**src/hdl/eebp_pkg.sv**
```systemverilog
package eebp_pkg;

    localparam int IN_CH       = 4;
    localparam int SAMPLE_W    = 24;
    localparam int COMP_W      = 16;
    localparam int POW_W       = 8;
    localparam int FOCUS_W     = 7;
    localparam int CUR_W       = 8;
    localparam int QUOT_W      = 8;
    localparam int STATUS_W    = 2;
    localparam int S_TDATA_W   = 104;
    localparam int M_TDATA_W   = 112;
    localparam int PROD_W      = 48;
    localparam int RECIP3_SH   = 25;

    localparam logic [SAMPLE_W-1:0] RECIP3        = 24'hAAAAAB;
    localparam logic [FOCUS_W-1:0]  FOCUS_PCT     = 7'd100;
    localparam logic [FOCUS_W-1:0]  FOCUS_DEFAULT = 7'd50;

    localparam int STAT_STIM   = 0;
    localparam int STAT_SAFE   = 1;

    typedef enum logic [2:0] {
        ST_IDLE,
        ST_ACC,
        ST_DRAIN,
        ST_TOTAL,
        ST_DIV_START,
        ST_DIV_WAIT,
        ST_OUT
    } state_t;

    typedef enum logic [2:0] {
        SEL_DELTA,
        SEL_THETA,
        SEL_ALPHA,
        SEL_BETA,
        SEL_FOCUS
    } band_sel_t;

    typedef struct packed {
        logic      load;
        logic      acc_step;
        logic      ld_total;
        logic      div_start;
        band_sel_t div_sel;
        logic      out_load;
    } dp_cmd_t;

    typedef struct packed {
        logic last_ch;
        logic div_done;
    } dp_status_t;

endpackage

```
**src/hdl/eeg_band_power_estimator.sv**
```systemverilog
// EEG band power estimator.
// Slave channel (s_): one transaction is one frame of four signed 24-bit samples,
// the drive current and two status flags. Master channel (m_): one transaction
// per frame with the compressed samples, four band powers, the focus score, the
// echoed current and the status flags.
// A frame is processed one channel per cycle through a registered abs/multiply
// stage, then five quotients go through one shared 8-step restoring divider.
// After a frame is accepted, the channel walk, the pipeline drain, the total
// and the five divisions run in turn, and then the result load raises m_tvalid.
// A new frame is taken only once the last one is loaded for output; s_tready is
// high only while no frame is in work.
// A finished result waits in the output register; the next frame is accepted
// and processed meanwhile, and only its final load waits for m_tready.
// Reset (aresetn low, synchronous): drops any frame in work, clears m_tvalid
// and sets the stored previous samples to zero.
module eeg_band_power_estimator #(
    parameter int CHANNELS = 4
) (
    input  logic                           aclk,
    input  logic                           aresetn,
    input  logic                           s_tvalid,
    output logic                           s_tready,
    // sample_ch0, sample_ch1, sample_ch2, sample_ch3, drive_current_tenths
    input  logic [eebp_pkg::S_TDATA_W-1:0] s_tdata,
    // stim_on, safety_good
    input  logic [eebp_pkg::STATUS_W-1:0]  s_tuser,
    output logic                           m_tvalid,
    input  logic                           m_tready,
    // comp_ch0..comp_ch3, delta_pwr, theta_pwr, alpha_pwr, beta_pwr,
    // focus_pct, current_echo, zero pad
    output logic [eebp_pkg::M_TDATA_W-1:0] m_tdata,
    // status_bits
    output logic [eebp_pkg::STATUS_W-1:0]  m_tuser
);

    eebp_pkg::dp_cmd_t    cmd;
    eebp_pkg::dp_status_t status;

    eebp_ctrl u_ctrl (
        .aclk     (aclk),
        .aresetn  (aresetn),
        .s_tvalid (s_tvalid),
        .s_tready (s_tready),
        .m_tvalid (m_tvalid),
        .m_tready (m_tready),
        .cmd      (cmd),
        .status   (status)
    );

    eebp_datapath #(
        .CHANNELS(CHANNELS)
    ) u_datapath (
        .aclk     (aclk),
        .aresetn  (aresetn),
        .cmd      (cmd),
        .status   (status),
        .in_data  (s_tdata),
        .in_user  (s_tuser),
        .out_data (m_tdata),
        .out_user (m_tuser)
    );

`ifndef SYNTHESIS
    a_busy_after_accept: assert property (@(posedge aclk) disable iff (!aresetn)
        (s_tvalid && s_tready) |=> !s_tready)
        else $error("frame accepted while another is in work");

    a_no_overwrite: assert property (@(posedge aclk) disable iff (!aresetn)
        cmd.out_load |-> (!m_tvalid || m_tready))
        else $error("pending result overwritten");

    a_valid_from_load: assert property (@(posedge aclk) disable iff (!aresetn)
        $rose(m_tvalid) |-> $past(cmd.out_load))
        else $error("result raised without load");

    a_focus_range: assert property (@(posedge aclk) disable iff (!aresetn)
        m_tvalid |-> (m_tdata[102:96] <= eebp_pkg::FOCUS_PCT))
        else $error("focus score above 100");
`endif

endmodule

```
**src/hdl/eebp_div.sv**
```systemverilog
module eebp_div #(
    parameter int DW = 37,
    parameter int NW = 29
) (
    input  logic                       aclk,
    input  logic                       aresetn,
    input  logic                       start,
    input  logic [DW-1:0]              dividend,
    input  logic [NW-1:0]              divisor,
    output logic [eebp_pkg::QUOT_W-1:0] quotient,
    output logic                       done
);

    localparam int CNT_W = $clog2(eebp_pkg::QUOT_W);

    logic [DW-1:0]               rem_reg, rem_next;
    logic [DW-1:0]               dsh_reg, dsh_next;
    logic [eebp_pkg::QUOT_W-1:0] q_reg, q_next;
    logic [CNT_W-1:0]            cnt_reg, cnt_next;
    logic                        busy_reg, busy_next;
    logic                        done_reg, done_next;
    logic                        fits;

    assign fits = (rem_reg >= dsh_reg);

    always_comb begin
        rem_next  = rem_reg;
        dsh_next  = dsh_reg;
        q_next    = q_reg;
        cnt_next  = cnt_reg;
        busy_next = busy_reg;
        done_next = 1'b0;
        if (start) begin
            rem_next  = dividend;
            dsh_next  = DW'(divisor) << (eebp_pkg::QUOT_W - 1);
            q_next    = '0;
            cnt_next  = '0;
            busy_next = 1'b1;
        end else if (busy_reg) begin
            if (fits) begin
                rem_next = rem_reg - dsh_reg;
            end
            q_next   = {q_reg[eebp_pkg::QUOT_W-2:0], fits};
            dsh_next = dsh_reg >> 1;
            cnt_next = cnt_reg + 1'b1;
            if (cnt_reg == CNT_W'(eebp_pkg::QUOT_W - 1)) begin
                busy_next = 1'b0;
                done_next = 1'b1;
            end
        end
    end

    always_ff @(posedge aclk) begin
        if (!aresetn) begin
            busy_reg <= 1'b0;
            done_reg <= 1'b0;
            cnt_reg  <= '0;
        end else begin
            busy_reg <= busy_next;
            done_reg <= done_next;
            cnt_reg  <= cnt_next;
        end
    end

    always_ff @(posedge aclk) begin
        rem_reg <= rem_next;
        dsh_reg <= dsh_next;
        q_reg   <= q_next;
    end

    assign quotient = q_reg;
    assign done     = done_reg;

endmodule

```
**src/hdl/eebp_datapath.sv**
```systemverilog
module eebp_datapath #(
    parameter int CHANNELS = 4
) (
    input  logic                             aclk,
    input  logic                             aresetn,
    input  eebp_pkg::dp_cmd_t                cmd,
    output eebp_pkg::dp_status_t             status,
    input  logic [eebp_pkg::S_TDATA_W-1:0]   in_data,
    input  logic [eebp_pkg::STATUS_W-1:0]    in_user,
    output logic [eebp_pkg::M_TDATA_W-1:0]   out_data,
    output logic [eebp_pkg::STATUS_W-1:0]    out_user
);

    localparam int SW = eebp_pkg::SAMPLE_W;
    localparam int CW = (CHANNELS > 1) ? $clog2(CHANNELS) : 1;
    localparam int TW = 27 + $clog2(CHANNELS);
    localparam int DW = TW + eebp_pkg::QUOT_W;
    localparam int PW = eebp_pkg::POW_W;

    logic signed [SW-1:0]             frame_reg [eebp_pkg::IN_CH];
    logic signed [SW-1:0]             prev_reg  [CHANNELS];
    logic signed [SW-1:0]             chan_x    [CHANNELS];
    logic [eebp_pkg::COMP_W-1:0]      comp_reg  [eebp_pkg::IN_CH];
    logic [eebp_pkg::CUR_W-1:0]       cur_reg;
    logic [eebp_pkg::STATUS_W-1:0]    flags_reg;

    logic [CW-1:0]                    ch_reg;
    logic signed [SW-1:0]             x_sel, prev_sel;
    logic signed [SW:0]               diff;
    logic [SW:0]                      diff_mag;
    logic [SW-1:0]                    ax, ad;
    logic [SW-1:0]                    ax_reg, ad_reg;
    logic [eebp_pkg::PROD_W-1:0]      prod_reg;
    logic                             pipe_vld_reg;

    logic [TW-1:0]                    delta_reg, theta_reg, alpha_reg, beta_reg;
    logic [TW-1:0]                    total_reg, total_sum;

    logic [PW-1:0]                    dpow_reg, tpow_reg, apow_reg, bpow_reg;
    logic [eebp_pkg::FOCUS_W-1:0]     focus_reg;
    logic [PW:0]                      ab_sum;
    logic [14:0]                      bp100;
    logic [TW-1:0]                    part;
    logic [DW-1:0]                    div_num;
    logic [TW-1:0]                    div_den;
    logic [eebp_pkg::QUOT_W-1:0]      quot;
    logic                             div_done;

    for (genvar i = 0; i < CHANNELS; i++) begin : g_chan
        if (i < eebp_pkg::IN_CH) begin : g_in
            assign chan_x[i] = frame_reg[i];
        end else begin : g_zero
            assign chan_x[i] = '0;
        end
    end

    assign x_sel    = chan_x[ch_reg];
    assign prev_sel = prev_reg[ch_reg];
    assign ax       = x_sel[SW-1] ? (~x_sel + 1'b1) : x_sel;
    assign diff     = {x_sel[SW-1], x_sel} - {prev_sel[SW-1], prev_sel};
    assign diff_mag = diff[SW] ? (~diff + 1'b1) : diff;
    assign ad       = diff_mag[SW-1:0];

    always_ff @(posedge aclk) begin
        if (cmd.load) begin
            for (int i = 0; i < eebp_pkg::IN_CH; i++) begin
                frame_reg[i] <= in_data[i*SW +: SW];
                comp_reg[i]  <= in_data[i*SW + 8 +: eebp_pkg::COMP_W];
            end
            cur_reg   <= in_data[eebp_pkg::IN_CH*SW +: eebp_pkg::CUR_W];
            flags_reg <= in_user;
        end
    end

    always_ff @(posedge aclk) begin
        if (!aresetn) begin
            for (int i = 0; i < CHANNELS; i++) begin
                prev_reg[i] <= '0;
            end
            ch_reg       <= '0;
            pipe_vld_reg <= 1'b0;
        end else begin
            pipe_vld_reg <= cmd.acc_step;
            if (cmd.load) begin
                ch_reg <= '0;
            end else if (cmd.acc_step) begin
                prev_reg[ch_reg] <= x_sel;
                ch_reg           <= ch_reg + 1'b1;
            end
        end
    end

    always_ff @(posedge aclk) begin
        if (cmd.acc_step) begin
            ax_reg   <= ax;
            ad_reg   <= ad;
            prod_reg <= ax * eebp_pkg::RECIP3;
        end
    end

    always_ff @(posedge aclk) begin
        if (cmd.load) begin
            delta_reg <= '0;
            theta_reg <= '0;
            alpha_reg <= '0;
            beta_reg  <= '0;
        end else if (pipe_vld_reg) begin
            delta_reg <= delta_reg + TW'(ax_reg);
            theta_reg <= theta_reg + TW'(ax_reg >> 1);
            alpha_reg <= alpha_reg + TW'(prod_reg[eebp_pkg::PROD_W-1:eebp_pkg::RECIP3_SH])
                         + TW'(ad_reg);
            beta_reg  <= beta_reg + TW'(ad_reg);
        end
    end

    assign total_sum = delta_reg + theta_reg + alpha_reg + beta_reg;

    always_ff @(posedge aclk) begin
        if (cmd.ld_total) begin
            total_reg <= (total_sum == '0) ? TW'(1) : total_sum;
        end
    end

    assign ab_sum = {1'b0, apow_reg} + {1'b0, bpow_reg};
    assign bp100  = 15'(bpow_reg) * 15'(eebp_pkg::FOCUS_PCT);

    always_comb begin
        case (cmd.div_sel)
            eebp_pkg::SEL_DELTA: part = delta_reg;
            eebp_pkg::SEL_THETA: part = theta_reg;
            eebp_pkg::SEL_ALPHA: part = alpha_reg;
            eebp_pkg::SEL_BETA:  part = beta_reg;
            default:             part = '0;
        endcase
        if (cmd.div_sel == eebp_pkg::SEL_FOCUS) begin
            div_num = DW'(bp100);
            div_den = TW'(ab_sum);
        end else begin
            div_num = (DW'(part) << 8) - DW'(part);
            div_den = total_reg;
        end
    end

    eebp_div #(
        .DW(DW),
        .NW(TW)
    ) u_div (
        .aclk     (aclk),
        .aresetn  (aresetn),
        .start    (cmd.div_start),
        .dividend (div_num),
        .divisor  (div_den),
        .quotient (quot),
        .done     (div_done)
    );

    always_ff @(posedge aclk) begin
        if (div_done) begin
            case (cmd.div_sel)
                eebp_pkg::SEL_DELTA: dpow_reg <= quot;
                eebp_pkg::SEL_THETA: tpow_reg <= quot;
                eebp_pkg::SEL_ALPHA: apow_reg <= quot;
                eebp_pkg::SEL_BETA:  bpow_reg <= quot;
                eebp_pkg::SEL_FOCUS: focus_reg <= (ab_sum == '0) ? eebp_pkg::FOCUS_DEFAULT
                                                                 : quot[eebp_pkg::FOCUS_W-1:0];
                default:             dpow_reg <= dpow_reg;
            endcase
        end
    end

    always_ff @(posedge aclk) begin
        if (cmd.out_load) begin
            out_data <= {1'b0, cur_reg, focus_reg, bpow_reg, apow_reg, tpow_reg, dpow_reg,
                         comp_reg[3], comp_reg[2], comp_reg[1], comp_reg[0]};
            out_user <= flags_reg;
        end
    end

    assign status.last_ch  = (ch_reg == CW'(CHANNELS - 1));
    assign status.div_done = div_done;

endmodule

```
**src/hdl/eebp_ctrl.sv**
```systemverilog
module eebp_ctrl (
    input  logic                 aclk,
    input  logic                 aresetn,
    input  logic                 s_tvalid,
    output logic                 s_tready,
    output logic                 m_tvalid,
    input  logic                 m_tready,
    output eebp_pkg::dp_cmd_t    cmd,
    input  eebp_pkg::dp_status_t status
);

    eebp_pkg::state_t    state_reg, state_next;
    eebp_pkg::band_sel_t sel_reg, sel_next;
    logic                out_vld_reg, out_vld_next;
    logic                out_free;

    assign out_free = !out_vld_reg || m_tready;

    always_comb begin
        state_next = state_reg;
        sel_next   = sel_reg;
        case (state_reg)
            eebp_pkg::ST_IDLE: begin
                if (s_tvalid) begin
                    state_next = eebp_pkg::ST_ACC;
                end
            end
            eebp_pkg::ST_ACC: begin
                if (status.last_ch) begin
                    state_next = eebp_pkg::ST_DRAIN;
                end
            end
            eebp_pkg::ST_DRAIN: begin
                state_next = eebp_pkg::ST_TOTAL;
            end
            eebp_pkg::ST_TOTAL: begin
                sel_next   = eebp_pkg::SEL_DELTA;
                state_next = eebp_pkg::ST_DIV_START;
            end
            eebp_pkg::ST_DIV_START: begin
                state_next = eebp_pkg::ST_DIV_WAIT;
            end
            eebp_pkg::ST_DIV_WAIT: begin
                if (status.div_done) begin
                    state_next = eebp_pkg::ST_DIV_START;
                    case (sel_reg)
                        eebp_pkg::SEL_DELTA: sel_next = eebp_pkg::SEL_THETA;
                        eebp_pkg::SEL_THETA: sel_next = eebp_pkg::SEL_ALPHA;
                        eebp_pkg::SEL_ALPHA: sel_next = eebp_pkg::SEL_BETA;
                        eebp_pkg::SEL_BETA:  sel_next = eebp_pkg::SEL_FOCUS;
                        default:             state_next = eebp_pkg::ST_OUT;
                    endcase
                end
            end
            eebp_pkg::ST_OUT: begin
                if (out_free) begin
                    state_next = eebp_pkg::ST_IDLE;
                end
            end
            default: begin
                state_next = eebp_pkg::ST_IDLE;
            end
        endcase
    end

    always_comb begin
        cmd          = '0;
        cmd.div_sel  = sel_reg;
        s_tready     = 1'b0;
        out_vld_next = out_vld_reg && !m_tready;
        case (state_reg)
            eebp_pkg::ST_IDLE: begin
                s_tready = 1'b1;
                cmd.load = s_tvalid;
            end
            eebp_pkg::ST_ACC: begin
                cmd.acc_step = 1'b1;
            end
            eebp_pkg::ST_TOTAL: begin
                cmd.ld_total = 1'b1;
            end
            eebp_pkg::ST_DIV_START: begin
                cmd.div_start = 1'b1;
            end
            eebp_pkg::ST_OUT: begin
                if (out_free) begin
                    cmd.out_load = 1'b1;
                    out_vld_next = 1'b1;
                end
            end
            default: begin
                cmd.load = 1'b0;
            end
        endcase
    end

    always_ff @(posedge aclk) begin
        if (!aresetn) begin
            state_reg   <= eebp_pkg::ST_IDLE;
            sel_reg     <= eebp_pkg::SEL_DELTA;
            out_vld_reg <= 1'b0;
        end else begin
            state_reg   <= state_next;
            sel_reg     <= sel_next;
            out_vld_reg <= out_vld_next;
        end
    end

    assign m_tvalid = out_vld_reg;

endmodule
```
**config.mk**
```make
export PLATFORM = sky130hd
export DESIGN_NAME = eeg_band_power_estimator
export DESIGN_NICKNAME = d
export VERILOG_FILES = /design/src/hdl/eebp_pkg.sv /design/src/hdl/eeg_band_power_estimator.sv /design/src/hdl/eebp_div.sv /design/src/hdl/eebp_datapath.sv /design/src/hdl/eebp_ctrl.sv
export SDC_FILE = /design/constraint.sdc
export NUM_CORES = 2
export LEC_CHECK = 0
export BUFFER_PORTS_ARGS = -buffer_cell sky130_fd_sc_hd__buf_2
export CAP_MARGIN = 20
export CORE_ASPECT_RATIO = 1.1
export CORE_MARGIN = 1.5
export CORE_UTILIZATION = 35
export DETAILED_ROUTE_END_ITERATION = 8
export GPL_TIMING_DRIVEN = 0
export HOLD_SLACK_MARGIN = 0.05
export SYNTH_ARGS = -nofsm -noshare
export SYNTH_HDL_FRONTEND = slang
export SYNTH_SLANG_ARGS = --single-unit
```
**constraint.sdc**
```tcl
create_clock -name aclk -period 14.4 [get_ports aclk]
set_input_delay 0.72 -clock aclk [delete_from_list [all_inputs] [get_ports aclk]]
set_output_delay 0.72 -clock aclk [all_outputs]
set_load 0.05 [all_outputs]
```
; After elaboration in Yosys (flattened, before gate mapping)
; Memories as Yosys holds them, arrays and structs flattened. A register that Yosys moved wholly into a read port is not among the register bits.
; Index checks and enable logic that the tools add are counted.
[word_totals]
register_bits = 499
ramBits = 256
input_bits = 110
out_inout_bits = 116
wordCells = 145
mem_count = 3
[op_classes]
n_addsub = 16
n_mul = 2
n_lt_le_gt_ge = 2
n_eq_ne = 17
n_mux = 47
n_bitwise = 5
n_reduce_logical = 24
[mem_list]
columns = memory, depth, width, rd, rd_ports_with_merged_regs, wr, line
row1 = u_datapath.frame_reg, 4, 24, 4, 0, 4, eebp_datapath.sv:20  ; logic signed [SW-1:0] frame_reg [eebp_pkg::IN_CH];
row2 = u_datapath.prev_reg, 4, 24, 1, 1, 4, eebp_datapath.sv:21  ; logic signed [SW-1:0] prev_reg [CHANNELS];
row3 = u_datapath.comp_reg, 4, 16, 4, 4, 4, eebp_datapath.sv:23  ; logic [eebp_pkg::COMP_W-1:0] comp_reg [eebp_pkg::IN_CH];
[op_table]
columns = cell, n
row1 = $mux 37, 4
row2 = $mux 24, 5
row3 = $pmux 29 s4, 1
row4 = $add 29x24->29, 3
row5 = $add 29x29->29, 3
row6 = $mux 36, 2
row7 = $add 29x23->29, 2
row8 = $add 24x1->24 const B, 2
row9 = $bmux 24 s2, 1
row10 = $mul 24x24->48 const B, 1
row11 = $not 24->24, 2
row12 = $ge 37x36->1, 1
row13 = $sub 37x29->37, 1
row14 = $sub 37x36->37, 1
row15 = $logic_not 29->1, 1
row16 = $mux 29, 1
row17 = $sub 24x24->25, 1
row18 = $reduce_or 24->1, 1
row19 = $mux 1, 21
row20 = $pmux 3 s7, 1
row21 = $eq 3x3->1 const B, 5
row22 = $mux 3, 5
row23 = $mul 8x5->13 const B, 1
row24 = $eq 3x2->1 const B, 4
row25 = other kinds (26), 43

; Depth between registers and ports, before layout
[logic_depth]
word_depth = 8
ltp_mapped = 37
ltp_nobuf = 36

; Hierarchy
; A second synthesis with hierarchy kept.
[hier_totals]
cells_unflattened = 4586
hier_area_um2 = 49521.2
[modules_own_cells]
columns = mod, instances, cells_each, area_each_um2, seq_area_each_um2
row1 = eebp_datapath, 1, 3854, 43161.4, 16055.4
row2 = eebp_div, 1, 673, 5890.6, 2382.3
row3 = eebp_ctrl, 1, 59, 469.2, 140.1

; Least setup slack after synthesis
; OpenSTA, ideal clock, no wires.
[synth_path]
kind = input to register
from = input port m_tready
to = register u_datapath.out_data, in the netlist m_tdata[0] (read register of u_datapath.comp_reg), enable pin
setup_time_ns = 0.724
arrival_ns = 8.469
setup_slack_ns = 5.206
cell_stages = 2
cell_sequence = nor2b_1 nor3_1
[synth_lines]
columns = element, line
row1 = from (decl), eeg_band_power_estimator.sv:28  ; input logic m_tready,
row2 = to (decl), eebp_datapath.sv:10  ; output logic [eebp_pkg::M_TDATA_W-1:0] out_data,

; Worst setup path in the final report
[layout_path]
from = register u_datapath.ch_reg[0]
to = register u_datapath.prod_reg[39] (netlist bit), data pin
[layout_between]
elab_chain_len = 8
[layout_rtl]
columns = element, line
row1 = from (decl), eebp_datapath.sv:27  ; logic [CW-1:0] ch_reg;
row2 = from (signal assigned), eebp_datapath.sv:88  ; ch_reg <= ch_reg + 1'b1;
row3 = $not 2->3 (not written as such) (*), eebp_datapath.sv:57  ; assign x_sel = chan_x[ch_reg];
row4 = $bmux 24 s2 (*), eebp_datapath.sv:57
row5 = $mux 24 (not written as such) (*) (2 in series), eebp_datapath.sv:57
row6 = $not 24->24, eebp_datapath.sv:59  ; assign ax = x_sel[SW-1] ? (~x_sel + 1'b1) : x_sel;
row7 = $add 24x1->24, eebp_datapath.sv:59
row8 = $mux 24 (*), eebp_datapath.sv:59
row9 = net u_datapath.ax[22], eebp_datapath.sv:31  ; logic [SW-1:0] ax, ad;
row10 = $mul 24x24->48 (*), eebp_datapath.sv:97  ; prod_reg <= ax * eebp_pkg::RECIP3;
row11 = to (signal assigned), eebp_datapath.sv:97
row12 = to (decl), eebp_datapath.sv:33  ; logic [eebp_pkg::PROD_W-1:0] prod_reg;
; The timed path passes the listed nets; every way through them passes the cells marked *. The select of a mux whose other input is x is not followed.
; A chain may end at the register's enable or synchronous reset.

==> metrics.md <==
| Metric | Value |
|---|---|
| Register clock-pin slew on the reported worst setup and hold paths | roughly 0.06 ns |
| Syn. warnings | 0 |
| Yosys top cell by area | edfxtp_1 |
| Gr ovfl total | 0 |
| Mean Syn Cell Area | 11.10 um^2 |
| Share of cells above drive strength 1 | 0.1015 |
| Critical Path RT | around 15 ns |
| Largest net degree at the start of global routing | 72 |
| Worst hold path type | input port to register |
| Fmax | around 85 MHz |
| Slew Viols, Final | 0 |
| Clk buf depth | 3 |
| Row cnt | 143 |
| Synth area leaders | edfxtp_1 (32%), ha_1 (13%), fa_1 (13%) |
| Slew @ Worst Pin | 1.316 ns |
| Slew HR | 0.1228 |
| Global Route met3 Usage | 0.02261 |
| Worst path slowest cell | xor2_1 |
| Period utilisation layout | 0.8174 |
| Wire per inst | about 20 um |
| Initial antenna violation count | 5 |
| Remaining DRCs | 0 |
| RSZ-0062 raised after global routing | no |
| Die width | 358.7 um |
| Worst Slack Setup Final | 2.630 ns |
| Syn nets | ~5300 |
| Die area | 141400 um^2 |
| # Post-CTS Setup Buffers | 0 |
| CP endpoint kind | register |
| Largest register FFs | between 90 and 100 |
| Vias | 34150 |
| Number of vias per cell | a little over 5 |
| CTS Hold Bufs | 0 |
| Max cap viols | 0 |
| Ports | 226 |
| Cells after synthesis | ~4400 |
| Layout filler cell count | 13376 |
| Fin nets | approximately 5600 |
| # resized after CTS | 0 |
| Root buf cell | clkbuf_16 |
| Clk_lat worst skew | 0.65 ns |
| H-tree depth | 3 |
| Post-synth EDFFs | 520 |
| CP Data Arrival Time | 12.15 ns |
| DPL Wire Length | about 110000 um |
| Mapped Area | 48720 um^2 |
| Most frequent CP cell | fa_1 |
| Place WS | 2.561 ns |
| CP Max Fanout | 10 |
| Layer with the highest usage | met2 |
| Crit path largest cell delay | just over 0.9 ns |
| Wirelength, routed | approximately 130000 um |
| Num Clock Sinks | ~670 |
| Dominant synthesized flop cell | edfxtp_1 |
| CTS buffer count | 75 |
| Sequential area share after synthesis | 0.3814 |
| Worst setup SP type | register |
| GR Layer Usage met1 | 0.2370 |
| ANT nets after route | 0 |
| Worst Skew | approximately 0.028 ns |
| Area growth syn-to-layout | 13.32% |
| Die H | 394.3 um |
| Status | completed |
| Final hold viol count | 0 |
| FFs w/ async S/R, synth | 0 |
| Synth top area share | 0.3205 |
| Post-synth cell types | 99 |
| Port bufs | 224 |
| Vias in the first global route | 34745 |
| Clock period minus worst slack | 11.77 ns |
| Area of the core | ~140000 um^2 |
| All-Layer GR Usage | 0.1863 |
| Critical path class | register to register |
| Synth top cells by count | inv_1 (584), edfxtp_1 (520), ha_1 (501) |
| Initial detailed-routing violation count | between 2000 and 2500 |
| Most numerous cell in the Yosys netlist | inv_1 |
| Setup violators final | 0 |
| TNS Setup | 0 ns |
| Met2 usage | 0.3224 |
| First-pass iteration count of the detailed router | 5 |
| Starting Density | 0.3527 |
| TritonCTS clock tree | yes |
| Final Wtd Congestion | 0.8957 |
| Synth Register Bits | 668 |
| First-pass GRT wire length | 203300 um |
## layout by cell type, fill, tap and decap left out, types with 13 or more instances in the layout
master | Yosys | routed
a211oi_1 | 30 | 30
a21o_1 | 118 | 118
a21oi_1 | 217 | 217
a221oi_1 | 19 | 19
a22o_1 | 40 | 40
a31oi_1 | 31 | 31
and2_1 | 65 | 65
and3_1 | 49 | 49
buf_1 | 21 | 21
buf_2 | 5 | 230
clkbuf_1 | 86 | 98
clkbuf_16 | 0 | 76
clkinv_2 | 0 | 13
dfxtp_1 | 148 | 148
edfxtp_1 | 520 | 520
fa_1 | 308 | 308
ha_1 | 501 | 501
inv_1 | 584 | 584
mux2i_1 | 105 | 105
mux4_2 | 56 | 56
nand2_1 | 156 | 156
nand2b_1 | 42 | 42
nand3_1 | 59 | 59
nand3b_1 | 15 | 15
nand4_1 | 23 | 23
nor2_1 | 307 | 306
nor2b_1 | 49 | 49
nor3_1 | 60 | 58
nor3b_1 | 13 | 13
nor4b_1 | 27 | 27
o211ai_1 | 23 | 23
o21a_1 | 43 | 43
o21ai_0 | 135 | 134
o21ai_1 | 13 | 13
o21bai_1 | 22 | 22
o22ai_1 | 19 | 19
o31ai_1 | 18 | 18
or3_1 | 27 | 27
xnor2_1 | 155 | 150
xor2_1 | 103 | 102
## logic make-up after synthesis
| kind of cell | share of synthesized area |
|---|---|
| flops | 0.3814 |
| fa+ha+maj | 0.2552 |
| mux | 0.04862 |
| buf+inv | 0.05527 |
| simple gates | 0.09909 |
| xor+xnor | 0.04639 |
| other cells | 0.00007698 |
| compound gates | 0.1140 |
## metal layers
metal  vias to the layer above  wire (um)
met5                         -         12
met2                       888      65650
met3                       210       6067
li1                      16223          -
met1                     16827      55700
met4                         2       4771
## path summary, 6_finish.rpt
| path | start | to | slack, ns | cells past startpoint |
|---|---|---|---|---|
| setup / recovery | u_datapath.ch_reg[0] | u_datapath.prod_reg[39] | 2.63 | 33 |
| hold / removal | s_tdata[58] | u_datapath.comp_reg[2][2] | 0.24 | 1 |
| setup reg to reg | u_datapath.ch_reg[0] | u_datapath.prod_reg[39] | 2.63 | 33 |
| hold reg to reg | u_datapath.cur_reg[4] | u_datapath.out_data[107] | 0.42 | 0 |
## cell type report
type	instances	area (um^2)	area share
Clock inverter	45	601.8	0.01090
Sequential cell	668	18580	0.3365
Antenna cell	1	2.502	0.00004533
Multi-Input combinational cell	3013	27530	0.4986
Inverter	588	2207	0.03998
Timing Repair Buffer	254	1533	0.02777
Buffer	118	493.0	0.008930
Clock buffer	93	1996	0.03615
Tap cell	1812	2267	0.04107
## metrics by stage
step           area [um^2]    util  std cells  hold slack [ns]
2_1_floorplan        48720       -       4387           0.4003
3_3_place_gp         52100  0.3772       6423           0.4013
3_5_place_dp         52590  0.3807       6451           0.4045
4_1_cts              55190  0.3995       6589           0.2152
5_1_grt              55200  0.3996       6591           0.2246
6_report             55200  0.3997       6592           0.2396
## worst max-delay path: cells and delay by family, from the launching register on
family | cells | cell delay (ns)
muxes | 1 | 0.69
and+or+nand+nor | 7 | 1.71
AOI/OAI and AO/OA | 7 | 1.84
buffers and inverters | 8 | 2.08
xor gates and xnor gates | 2 | 1.03
adders and majority gates | 8 | 3.78
DFF | 1 | 0.34
Power is not shown: default switching activity piles up to over one toggle a cycle in this logic, so the estimate is an artifact.
